**src/bbc_pkg.sv**
```systemverilog
// Shared types, codes and helpers for the BCD / binary converter.
// No dependencies; imported by every other file in src.
package bbc_pkg;

    // Operand and work-register width
    localparam int DataW        = 64;
    // Bits of operand consumed by one pipeline stage
    localparam int StepBits     = 8;
    // Number of conversion stages after the input register
    localparam int NumStages    = DataW / StepBits;
    // Decimal digits held in the work register
    localparam int NumDigits    = DataW / 4;

    typedef enum logic
    {
        OP_BCD_TO_BIN = 1'b0,
        OP_BIN_TO_BCD = 1'b1
    } op_t;

    typedef enum logic [1:0]
    {
        WSEL_8  = 2'd0,
        WSEL_16 = 2'd1,
        WSEL_32 = 2'd2,
        WSEL_64 = 2'd3
    } wsel_t;

    // Word carried between conversion stages
    typedef struct packed
    {
        op_t              op;
        wsel_t            wsel;
        logic [DataW-1:0] work;   // operand, consumed from the top
        logic [DataW-1:0] acc;    // binary sum or BCD digits so far
    } stage_word_t;

    // Keep only the bits of the selected width
    function automatic logic [DataW-1:0] width_mask(input wsel_t wsel);
        logic [DataW-1:0] m;
        case (wsel)
            WSEL_8:  m = {{(DataW-8){1'b0}},  {8{1'b1}}};
            WSEL_16: m = {{(DataW-16){1'b0}}, {16{1'b1}}};
            WSEL_32: m = {{(DataW-32){1'b0}}, {32{1'b1}}};
            default: m = {DataW{1'b1}};
        endcase
        return m;
    endfunction

endpackage

```
**src/bbc_out_buf.sv**
```systemverilog
// Output register with one skid entry; stalls the pipeline only when the skid fills.
// Depends on bbc_pkg.
module bbc_out_buf
(
    input  logic                      clk,
    input  logic                      rst_n,
    input  logic                      in_valid,
    output logic                      in_ready,
    input  logic [bbc_pkg::DataW-1:0] in_data,
    output logic                      out_valid,
    input  logic                      out_ready,
    output logic [bbc_pkg::DataW-1:0] out_data
);
    import bbc_pkg::*;

    logic             main_valid_reg;
    logic             skid_valid_reg;
    logic [DataW-1:0] main_reg;
    logic [DataW-1:0] skid_reg;
    logic             push;
    logic             pop;

    assign in_ready = !skid_valid_reg;
    assign push     = in_valid && !skid_valid_reg;
    assign pop      = main_valid_reg && out_ready;

    // Occupancy
    always_ff @(posedge clk or negedge rst_n)
    begin
        if (!rst_n)
        begin
            main_valid_reg <= 1'b0;
            skid_valid_reg <= 1'b0;
        end
        else if (skid_valid_reg)
        begin
            if (pop)
            begin
                skid_valid_reg <= 1'b0;
            end
        end
        else if (push)
        begin
            if (main_valid_reg && !pop)
            begin
                skid_valid_reg <= 1'b1;
            end
            else
            begin
                main_valid_reg <= 1'b1;
            end
        end
        else if (pop)
        begin
            main_valid_reg <= 1'b0;
        end
    end

    // Data
    always_ff @(posedge clk)
    begin
        if (skid_valid_reg)
        begin
            if (pop)
            begin
                main_reg <= skid_reg;
            end
        end
        else if (push)
        begin
            if (main_valid_reg && !pop)
            begin
                skid_reg <= in_data;
            end
            else
            begin
                main_reg <= in_data;
            end
        end
    end

    assign out_valid = main_valid_reg;
    assign out_data  = main_reg;

endmodule

```
**config.mk**
```make
export PLATFORM = sky130hd
export DESIGN_NAME = bbc_out_buf
export DESIGN_NICKNAME = d
export VERILOG_FILES = /design/src/bbc_pkg.sv /design/src/bbc_out_buf.sv
export SDC_FILE = /design/constraint.sdc
export NUM_CORES = 1
export LEC_CHECK = 0
export BUFFER_PORTS_ARGS = -buffer_cell sky130_fd_sc_hd__buf_2
export CORE_UTILIZATION = 41
export CTS_CLUSTER_DIAMETER = 40
export CTS_CLUSTER_SIZE = 20
export DETAILED_ROUTE_END_ITERATION = 7
export GPL_TIMING_DRIVEN = 0
export PLACE_DENSITY = 0.65
export SLEW_MARGIN = 20
export SYNTH_ARGS = -nofsm -noshare
export SYNTH_HDL_FRONTEND = slang
export SYNTH_SLANG_ARGS = --single-unit
```
**constraint.sdc**
```tcl
create_clock -name clk -period 12.7 [get_ports clk]
set_clock_uncertainty 0.15 [all_clocks]
set_input_delay 1.27 -clock clk [delete_from_list [all_inputs] [get_ports clk]]
set_output_delay 1.27 -clock clk [all_outputs]
set_load 0.01 [all_outputs]
```
==> impl_results.md <==
- Initial antenna violation count: 1
- Drt wl/cell: roughly 17 µm
- F_max: 0.3578 GHz
- Final worst slack: approximately 10000 ps
- Drt pass-1 iters: 4
- Synth area leaders: edfxtp_1, mux2_2, mux2_4, dfrtp_1, buf_6
- Yosys warns: 0
- CTS Buf Count: 17
- Post-Layout Cell Count: 528
- Sequential area share after synthesis: 0.8194
- Largest net degree at the start of global routing: 21
- Chip height: 109.7 µm
- Critical path's top delay family: buffers and inverters
- Setup TNS: 0 ps
- Hold_ws: 382.5 ps
- Row count: 38
- First DRT Iteration DRCs: 153
- Setup crit start kind: register
- Mapped Nets: 280
- Synth-to-layout area growth: 34.70%
- Final hold vios: 0
- Slowest stage delay, CP: 340 ps
- Status: finished clean
- Met3 WL post-DR: 727 µm
- Tightest Hold Check Type: reg -> reg
- DRC Markers: 0
- Slew @ Worst Pin: 553.9 ps
- Slew HR: 0.6294
- Reg2reg start: skid_valid_reg
- Diode count: 0
- GPL Wtd Cong: 0.7026
- WL met2: 4186 µm
- Crit path buf inv count: 5
- CP most frequent cell: buf_6
- Layout net count: 443
- Placed insts: 496
- Final min period: 2795 ps
- Most frequent cells in the layout: buf_2, edfxtp_1, mux2_2
- Die area: 12030 µm²
- Starting Density: 0.4290
- GRT Total Usage: 0.1552
- Congestion Overflow GR: 0
- VDD IR max: 0.0001102 V
- Commonest non-fill, non-tap cell in the layout: buf_2
- Chip Width: 109.7 µm
- WS Path Type: reg -> out
- Detailed-route via count: 2529
- Crit path required time: 11280 ps
- CP max-delay cell: dfrtp_1
- Top-Level Pins: 134
- HPWL after DPL: 6107 µm
- Clk Latency, worst-skew pair: 400 ps
- RSZ-0062 raised after global routing: no
- Vias per inst: 4.790
- Worst Min Path Start: out_valid
- CTS HTree Levels: 4
- Power density over the cells: between 200 and 250 nW/µm²
- Syn_area_per_cell: 22.42 µm²
- Top Layer Used: met5
- Mapped cell area: 4752 µm²
- Max-slew violations: 0
- Clk root buf: clkbuf_16
- CTS Hold Bufs: 0
- Post-Route WL: 8736 µm
- Period Utilization, post-route: 0.2200
- Register bit total from synthesis: 130
- Post-route antenna net violation count: 0
- Number of global-route vias before repair: around 2700
- Distinct cells, synth: 14
- CP Capture Type: primary output
- Worst-path clk slew: approximately 50 ps
- Arrival @ worst endpoint: 1370 ps
- Longest Clk Path Bufs: 2
- Yosys top cell area share: 0.8088
- Cells after Synth: ~210
- First-pass GRT wire length: 13330 µm
- Met1 WL: 3698 µm
- Crit path launch: skid_valid_reg
- Share of cells above drive strength 1: 0.6340
- Setup WS pre-CTS: 9723 ps
- Maxcap violations: 0
- TritonCTS clock tree: yes
- CTS resizes: 0
- Core footprint: 11080 µm²
- Port buffer count: 133
- Largest fanout on the critical path: 10
- Leakage power total: ~2.5 nW
- Worst path cell trace: buf_6 -> buf_6 -> buf_6 -> inv_1 -> buf_2
- Synth area leader: edfxtp_1
- Final Util: 0.5778
- Total clock sinks: 130
- Final setup viols: 0
- Setup bufs post-CTS: 0
-- power by group --
group | total [W] | leakage, nW | switching (W) | internal [W]
sequential | 0.000649 | 1.22 | 0.0000261 | 0.000623
combinational | 0.000405 | 0.948 | 0.000211 | 0.000193
clock | 0.000520 | 0.300 | 0.000173 | 0.000346
total | 0.00157 | 2.46 | 0.000411 | 0.00116
-- cell families (layout without fill, tap and decap cells) --
| kind of cell | count (synthesis) | after routing | synth area share |
|---|---|---|---|
| compound gates | 4 | 4 | 0.005002 |
| buf+inv | 10 | 186 | 0.01395 |
| flops | 130 | 130 | 0.8194 |
| mux | 64 | 64 | 0.1572 |
| simple gates | 4 | 4 | 0.004476 |
-- metal layers --
metal	GRT usage	up-vias
li1	-	1185
met1	0.1826	1226
met2	0.2507	104
met3	0.06698	12
met4	0.06190	2
met5	0	-
-- worst paths after layout --
check | end | slack, ps | cells after the start
worst max-delay path | in_ready | 9910 | 5
max in group asynchronous | skid_valid_reg | 11800 | 1
worst min register to register | skid_valid_reg | 380 | 1
min in group asynchronous | out_valid | 500 | 1
worst min-delay path | skid_valid_reg | 380 | 1
worst max register to register | skid_reg[37] | 10360 | 8
-- synth_stat cells (all sizes together) --
cell type and number:
dfrtp 2, o21ai 1, nor2b 1, mux2 64, nor3 1, edfxtp 128
nand2b 1, inv 2, a21oi 2, buf 8, a2bb2oi 1, nand2 1
-- cell type report --
type,count,area [µm²]
Sequential cell,130,3894
Fill cell,869,4677
Inverter,2,7.507
Clock buffer,17,425.4
Timing Repair Buffer,144,812.0
Clock inverter,15,214.0
Buffer,8,58.81
Multi-Input combinational cell,72,814.5
Tap cell,140,175.2
-- worst reg2reg max path: cells and delay by family, from the launching register on --
| kind | cells | cell delay [ps] |
|---|---|---|
| simple gates | 2 | 460 |
| buf+inv | 6 | 1060 |
| flops | 1 | 370 |
-- metrics by stage --
stage / cell area (µm²) / total power, W
after global placement: 5593 / 0.001041
after global routing: 6401 / 0.001651
after floorplan: 4752 / 0.0008989
after CTS: 6401 / 0.001600
final: 6401 / 0.001574
after detailed placement: 5762 / 0.001073
(Power assumes the default switching activity.)
