[config.mk]
export PLATFORM = sky130hd
export DESIGN_NAME = bbc_stage
export DESIGN_NICKNAME = d
export VERILOG_FILES = /design/src/bbc_pkg.sv /design/src/bbc_stage.sv
export SDC_FILE = /design/constraint.sdc
export NUM_CORES = 1
export LEC_CHECK = 0
export BUFFER_PORTS_ARGS = -buffer_cell sky130_fd_sc_hd__buf_2
export CAP_MARGIN = 25
export CORE_ASPECT_RATIO = 1.75
export CORE_MARGIN = 2
export CORE_UTILIZATION = 30
export DETAILED_ROUTE_END_ITERATION = 6
export PLACE_DENSITY = 0.48
export SKIP_LAST_GASP = 1
export SYNTH_ARGS = -nofsm -noshare
export SYNTH_HDL_FRONTEND = slang
export SYNTH_SLANG_ARGS = --single-unit
[constraint.sdc]
create_clock -name clk -period 0.8 [get_ports clk]
set_input_delay 0.12 -clock clk [delete_from_list [all_inputs] [get_ports clk]]
set_output_delay 0.12 -clock clk [all_outputs]
set_load 0.1 [all_outputs]
[src/bbc_pkg.sv]
// Shared types, codes and helpers for the BCD / binary converter.
// No dependencies; imported by every other file in src.
package bbc_pkg;

    // Operand and work-register width
    localparam int DataW        = 64;
    // Bits of operand consumed by one pipeline stage
    localparam int StepBits     = 8;
    // Number of conversion stages after the input register
    localparam int NumStages    = DataW / StepBits;
    // Decimal digits held in the work register
    localparam int NumDigits    = DataW / 4;

    typedef enum logic
    {
        OP_BCD_TO_BIN = 1'b0,
        OP_BIN_TO_BCD = 1'b1
    } op_t;

    typedef enum logic [1:0]
    {
        WSEL_8  = 2'd0,
        WSEL_16 = 2'd1,
        WSEL_32 = 2'd2,
        WSEL_64 = 2'd3
    } wsel_t;

    // Word carried between conversion stages
    typedef struct packed
    {
        op_t              op;
        wsel_t            wsel;
        logic [DataW-1:0] work;   // operand, consumed from the top
        logic [DataW-1:0] acc;    // binary sum or BCD digits so far
    } stage_word_t;

    // Keep only the bits of the selected width
    function automatic logic [DataW-1:0] width_mask(input wsel_t wsel);
        logic [DataW-1:0] m;
        case (wsel)
            WSEL_8:  m = {{(DataW-8){1'b0}},  {8{1'b1}}};
            WSEL_16: m = {{(DataW-16){1'b0}}, {16{1'b1}}};
            WSEL_32: m = {{(DataW-32){1'b0}}, {32{1'b1}}};
            default: m = {DataW{1'b1}};
        endcase
        return m;
    endfunction

endpackage

[src/bbc_stage.sv]
// One conversion stage: eight double-dabble steps or one two-digit Horner step.
// Depends on bbc_pkg.
module bbc_stage
(
    input  logic                 clk,
    input  logic                 rst_n,
    input  logic                 en,
    input  logic                 in_valid,
    input  bbc_pkg::stage_word_t in_word,
    output logic                 out_valid,
    output bbc_pkg::stage_word_t out_word
);
    import bbc_pkg::*;

    logic        valid_reg;
    stage_word_t word_reg;
    stage_word_t word_next;

    // Conversion work for this stage
    always_comb
    begin
        logic [DataW-1:0] work;
        logic [DataW-1:0] acc;
        logic [3:0]       hi;
        logic [3:0]       lo;
        logic [7:0]       pair;
        work = in_word.work;
        acc  = in_word.acc;
        hi   = work[DataW-1 -: 4];
        lo   = work[DataW-5 -: 4];
        pair = {1'b0, hi, 3'b000} + {3'b000, hi, 1'b0} + {4'b0000, lo};
        if (in_word.op == OP_BIN_TO_BCD)
        begin
            // shift-add-3; digits above the top one are dropped
            for (int s = 0; s < StepBits; s++)
            begin
                for (int d = 0; d < NumDigits; d++)
                begin
                    if (acc[4*d +: 4] >= 4'd5)
                    begin
                        acc[4*d +: 4] = acc[4*d +: 4] + 4'd3;
                    end
                end
                acc  = {acc[DataW-2:0], work[DataW-1]};
                work = {work[DataW-2:0], 1'b0};
            end
        end
        else
        begin
            // acc * 100 + next two digits, nibbles weighted as they stand
            acc  = (acc << 6) + (acc << 5) + (acc << 2) + {{(DataW-8){1'b0}}, pair};
            work = {work[DataW-StepBits-1:0], {StepBits{1'b0}}};
        end
        word_next      = in_word;
        word_next.work = work;
        word_next.acc  = acc;
    end

    // Valid bit
    always_ff @(posedge clk or negedge rst_n)
    begin
        if (!rst_n)
        begin
            valid_reg <= 1'b0;
        end
        else if (en)
        begin
            valid_reg <= in_valid;
        end
    end

    // Payload
    always_ff @(posedge clk)
    begin
        if (en)
        begin
            word_reg <= word_next;
        end
    end

    assign out_valid = valid_reg;
    assign out_word  = word_reg;

endmodule

==> results.sh, run 1 <==
export IMPL_wl_met3_microns=2780
export IMPL_die_height_microns=401
export IMPL_end_kind="register"
export IMPL_grt_pass1_vias=33600
export IMPL_async_reset_ff_share_pct=0.806
export IMPL_ys_ff_latch=124
export IMPL_yosys_area_top_type="edfxtp_1"
export IMPL_dp_final_hpwl_microns=81400
export IMPL_worstPathRequired_ns=0.98
export IMPL_stdcell_area_sq_um=51700
export IMPL_path_class="input port to register"
export IMPL_cp_num_buf_inv=5
export IMPL_syn_area_sq_um=27000
export IMPL_period_share_pct=664
export IMPL_overflow=0
export IMPL_post_dp_cell_area_sq_um=43700
export IMPL_initial_utilization_pct=30.2
export IMPL_crit_arrival_ns=5.50
export IMPL_cts_tree="built"
export IMPL_synth_edf_count=123
export IMPL_drive_gt1_share_pct=58.8
export IMPL_post_drt_wl_per_cell_microns=16.0
export IMPL_htreeDepth=4
export IMPL_seq_area_frac_synth_pct=13.8
export IMPL_grtUsageTotal_pct=20.8
export IMPL_fmax_mhz=188
export IMPL_synthAdderAreaFrac_pct=18.1
export IMPL_synth_top_cell_area_share_pct=13.7
export IMPL_numCtsBuffers=17
export IMPL_critPathLaunchType="input port"
export IMPL_highest_layer="met4"
export IMPL_yosysMostFrequentCell="ha_1"
export IMPL_ys_dominant_reg_cell="edfxtp_1"
export IMPL_avgViaCountPerCell=5.16
export IMPL_reg2reg_from="out_valid"
export IMPL_utilization_pct=58.0
export IMPL_cp_common_cell="ha_4"
export IMPL_rsz0062_at_grt="true"
export IMPL_crit_family="compound AO/OA/AOI/OAI gates"
export IMPL_tightest_slew_ns=0.608
export IMPL_clk_pin_slew_worst_paths_ns=0.07
export IMPL_critPathLaunch="in_word[53]"
export IMPL_cap_violations=0
export IMPL_synth_xor_area_share_pct=4.74
export IMPL_final_setup_viol_count=188
export IMPL_die_w_microns=231
export IMPL_num_rows=145
export IMPL_synth_top_family_by_area="compound AO/OA/AOI/OAI gates"
export IMPL_ant_nets=0
export IMPL_grt_pass1_wl_microns=160000
export IMPL_netlist_instances=3264
export IMPL_slew_violations=0
export IMPL_coreArea_sq_um=89300
export IMPL_synth_area_mux_share_pct=5.16
export IMPL_cpPeakStageDelay_ns=0.34
export IMPL_slew_limit_headroom_pct=59.1
export IMPL_finalSetupTns_ns=-316.02
export IMPL_yosysWarnings=0
export IMPL_grt_max_degree=37
export IMPL_crit_path_top_delay_cell="or3_4"
export IMPL_syn2layout_area_growth_pct=91.8
export IMPL_regArea_sq_um=3720
export IMPL_ys_top_cells_by_count="287 x ha_1, 233 x a21oi_1, 226 x nor2_1"
export IMPL_nets=5679
export IMPL_die_area_sq_um=92400
export IMPL_first_pass_iters=5
export IMPL_drc_errors=0
export IMPL_fin_crit_ns=5.31
export IMPL_synth_area_top_cells="edfxtp_1 14%, ha_1 13%, fa_1 4.8%"
export IMPL_gp_congestion=0.872
export IMPL_violations="negative setup slack"
export IMPL_synth_compound_area_share_pct=36.2
export IMPL_drtIter0Drc=979
export IMPL_root_buffer="clkbuf_16"
export IMPL_hold_class="input port to register"
export IMPL_port_buffers=258
export IMPL_multi_input_area_sq_um=28000
export IMPL_cp_max_fo=4
export IMPL_ys_types=153
export IMPL_clock_latency_ns=0.42
export IMPL_skew_ns=0
export IMPL_setup_ws_ns=-4.51
export IMPL_io_pins=267
export IMPL_met1_length_microns=37800
export IMPL_min_from="en"
export IMPL_met2_length_microns=58500
export IMPL_nFillCells=7857
export IMPL_routed_wl_microns=102000
export IMPL_report_final_hold_viol_count=0
export IMPL_cts_max_path_buffers=2
export IMPL_status="finished, violations left"
export IMPL_cts_sinks=124
export IMPL_hold_ws_ns=0.113
export IMPL_synth_area_per_cell_sq_um=8.26
export IMPL_synth_simple_gate_area_share_pct=17.8
export IMPL_antenna_found_initial=0
export IMPL_num_vias=32900
per-stage QoR:
step / instances / worst slack [ns]
2_1_floorplan: 3271 / -5.02
3_3_place_gp: 6013 / -5.19
3_5_place_dp: 6013 / -5.23
4_1_cts: 6266 / -4.47
5_1_grt: 6382 / -4.79
6_report: 6383 / -4.51
layer usage:
layer  vias to the layer above  global-route usage, %
met5                         -                      0
met4                         0                   5.95
met3                       144                   1.96
met2                       506                   43.5
met1                     15800                   21.1
li1                      16400                      -
cells in the final DEF, fill, tap and decap left out, types with 64 or more instances in the layout:
master,count
a21o_1,100
a21oi_1,161
buf_12,139
buf_2,103
buf_4,1532
buf_6,125
edfxtp_1,123
fa_1,64
ha_1,142
ha_4,105
inv_1,105
inv_2,75
nand2_1,178
nor2_1,159
o211ai_1,66
o21ai_0,122
xnor2_1,65
registers in the layout (all words and copies together) (netlist names):
| signal | cells |
|---|---|
| out_valid | 1 |
| out_word | 123 |
repair_timing:
item / in CTS / in global routing
cloned: 0 / 0
hold endpoints to repair: 61 / 0
buffers inserted: 167 / 137
hold buffers: 62 / 0
endpoints found under the setup margin: 188 / 188
pin swaps: 330 / 405
resized for setup: 487 / 543
path summary, 6_finish.rpt:
kind	to	slack, ns	cells past startpoint
min	out_word[85]	0.11	2
min reg2reg	out_valid	0.60	1
max	out_word[61]	-4.51	33
min in group asynchronous	out_valid	0.52	3
max reg2reg	out_valid	-0.07	1
max in group asynchronous	out_valid	0.16	3
cell families after synthesis:
logic type | count (synthesis)
buffers and inverters | 283
AOI/OAI and AO/OA | 1311
DFF | 124
other | 1
xor gates and xnor gates | 136
muxes | 128
and+or+nand+nor | 930
adders and majority gates | 351
cell type report:
| cell class | count | share of cell area (%) |
|---|---|---|
| Clock inverter | 15 | 0.387 |
| Tap cell | 1176 | 2.84 |
| Inverter | 212 | 1.81 |
| Sequential cell | 124 | 7.19 |
| Multi-Input combinational cell | 2864 | 54.1 |
| Timing Repair Buffer | 1974 | 32.9 |
| Antenna cell | 1 | 0.00484 |
| Clock buffer | 17 | 0.822 |
Power of run 1 is left out: the tool's default activity adds up to more than one toggle a clock period on the data nets, which glitch-free logic cannot reach.
==> inputs of run 2 (changes only) <==
- BUFFER_PORTS_ARGS: -buffer_cell sky130_fd_sc_hd__buf_2 -> -buffer_cell sky130_fd_sc_hd__buf_4
==> results.sh, run 2 (same netlist as run 1, synthesis figures left out) <==
export IMPL_status="finished, violations left"
export IMPL_violations="negative setup slack"
export IMPL_die_area_sq_um=92400
export IMPL_path_class="input port to register"
export IMPL_cap_violations=0
export IMPL_drc_errors=0
export IMPL_largest_register_ffs=123
export IMPL_fin_crit_ns=5.48
export IMPL_period_share_pct=685
export IMPL_hold_class="input port to async pin"
export IMPL_instances_no_fill=6348
export IMPL_cts_sinks=124
export IMPL_tightest_slew_ns=0.613
export IMPL_routed_wl_microns=100000
export IMPL_grt_pass1_vias=33300
export IMPL_slew_limit_headroom_pct=58.7
export IMPL_drive_gt1_share_pct=56.8
export IMPL_htreeDepth=4
export IMPL_dp_final_hpwl_microns=81100
export IMPL_worstPathRequired_ns=0.96
export IMPL_critPathLaunchType="input port"
export IMPL_antenna_found_initial=0
export IMPL_cp_max_fo=4
export IMPL_end_kind="register"
export IMPL_post_place_cells=6038
export IMPL_overflow=0
export IMPL_cts_tree="built"
export IMPL_report_final_hold_viol_count=0
export IMPL_first_pass_iters=5
export IMPL_post_drt_wl_per_cell_microns=15.8
export IMPL_setup_ws_ns=-4.68
export IMPL_nFillCells=8170
export IMPL_slew_violations=0
export IMPL_cp_common_cell="ha_4"
export IMPL_die_w_microns=231
export IMPL_cts_max_path_buffers=2
export IMPL_avgViaCountPerCell=5.11
export IMPL_numCtsBuffers=17
export IMPL_port_buffers=258
export IMPL_num_rows=145
export IMPL_clock_latency_ns=0.43
export IMPL_root_buffer="clkbuf_16"
export IMPL_drtIter0Drc=927
export IMPL_multi_input_area_sq_um=27400
export IMPL_syn2layout_area_growth_pct=85.5
export IMPL_final_common_cell="buf_4"
export IMPL_grt_pass1_wl_microns=158000
export IMPL_grt_max_degree=27
export IMPL_num_vias=32400
export IMPL_die_height_microns=401
export IMPL_io_pins=267
export IMPL_coreArea_sq_um=89300
export IMPL_nets=5645
export IMPL_final_setup_viol_count=188
export IMPL_ant_nets=0
export IMPL_rsz0062_at_grt="true"
export IMPL_final_cell_mix="1630 x buf_4, 207 x buf_6, 186 x nand2_1, 170 x a21oi_1, 168 x nor2_1"
export IMPL_crit_arrival_ns=5.64
export IMPL_cpPeakStageDelay_ns=0.33
export IMPL_antenna_cells=0
export IMPL_grtUsageTotal_pct=20.6
export IMPL_skew_ns=0
export IMPL_fmax_mhz=183
export IMPL_crit_path_top_delay_cell="o32a_4"
export IMPL_gp_congestion=0.859
export IMPL_clk_pin_slew_worst_paths_ns=0.07
export IMPL_initial_utilization_pct=30.2
export IMPL_pre_cts_ws_ns=-5.22
export IMPL_regArea_sq_um=3720
## run 2: cell types whose count changed in the layout (fill, tap and decap cells not counted), moves of 13 or more
cell | before | now
ha_4 | 105 | 88
ha_1 | 142 | 155
buf_4 | 1532 | 1630
inv_1 | 105 | 118
buf_12 | 139 | 22
buf_6 | 125 | 207
buf_2 | 103 | 0
## run 2: metal layers
metal / GRT usage, % / up-vias / part of all wire [%]
met5: 0 / - / 0
met4: 8.82 / 0 / 4.5
met3: 1.95 / 149 / 2.8
met2: 41.6 / 480 / 55
met1: 21.0 / 15500 / 37
li1: - / 16300 / -
## run 2: path summary, 6_finish.rpt
check | start | to | slack [ns] | cells after the start
setup / recovery | in_word[37] | out_word[43] | -4.68 | 36
hold / removal | rst_n | out_valid | 0.05 | 2
setup reg to reg | out_valid | out_valid | -0.08 | 1
hold reg to reg | out_valid | out_valid | 0.62 | 1
max in group asynchronous | rst_n | out_valid | 0.66 | 2
min in group clk | en | out_word[94] | 0.13 | 2
## run 2: area by class of cell
cell class | count | share of cell area (%)
flip-flops and latches | 124 | 7.44
inverters | 212 | 1.84
clock buffers | 17 | 0.850
multi-input cells | 2864 | 54.8
repair buffers | 1940 | 31.8
clock inverters | 15 | 0.298
well taps | 1176 | 2.94
## run 2: timing repair
| item | in CTS | in global routing |
|---|---|---|
| setup buffers | 156 | 85 |
| pin swaps | 329 | 305 |
| gates cloned | 0 | 0 |
| hold endpoints to repair | 61 | 0 |
| endpoints found under the setup margin | 188 | 188 |
| hold buffers | 61 | 0 |
| resized for setup | 454 | 525 |
## run 2: per-stage QoR
step | hold slack, ns | utilization [%] | instance area [sq um] | setup TNS (ns)
finish | 0.0486 | 56.0 | 50000 | -318.04
global route | 0.0451 | 56.0 | 50000 | -338.11
CTS | 0.00464 | 52.8 | 47100 | -325.00
detailed placement | -0.102 | 47.9 | 42700 | -318.73
global placement | -0.103 | 47.9 | 42700 | -315.61
floorplan | -0.176 | - | 29200 | -312.54
## run 2: critical path, delay by kind of cell
kind,cells,cell delay (ns)
buf+inv,9,0.74
simple gates,6,1.13
fa+ha+maj,6,0.94
mux,2,0.32
compound gates,13,2.37
Power of run 2 is left out for the same reason.
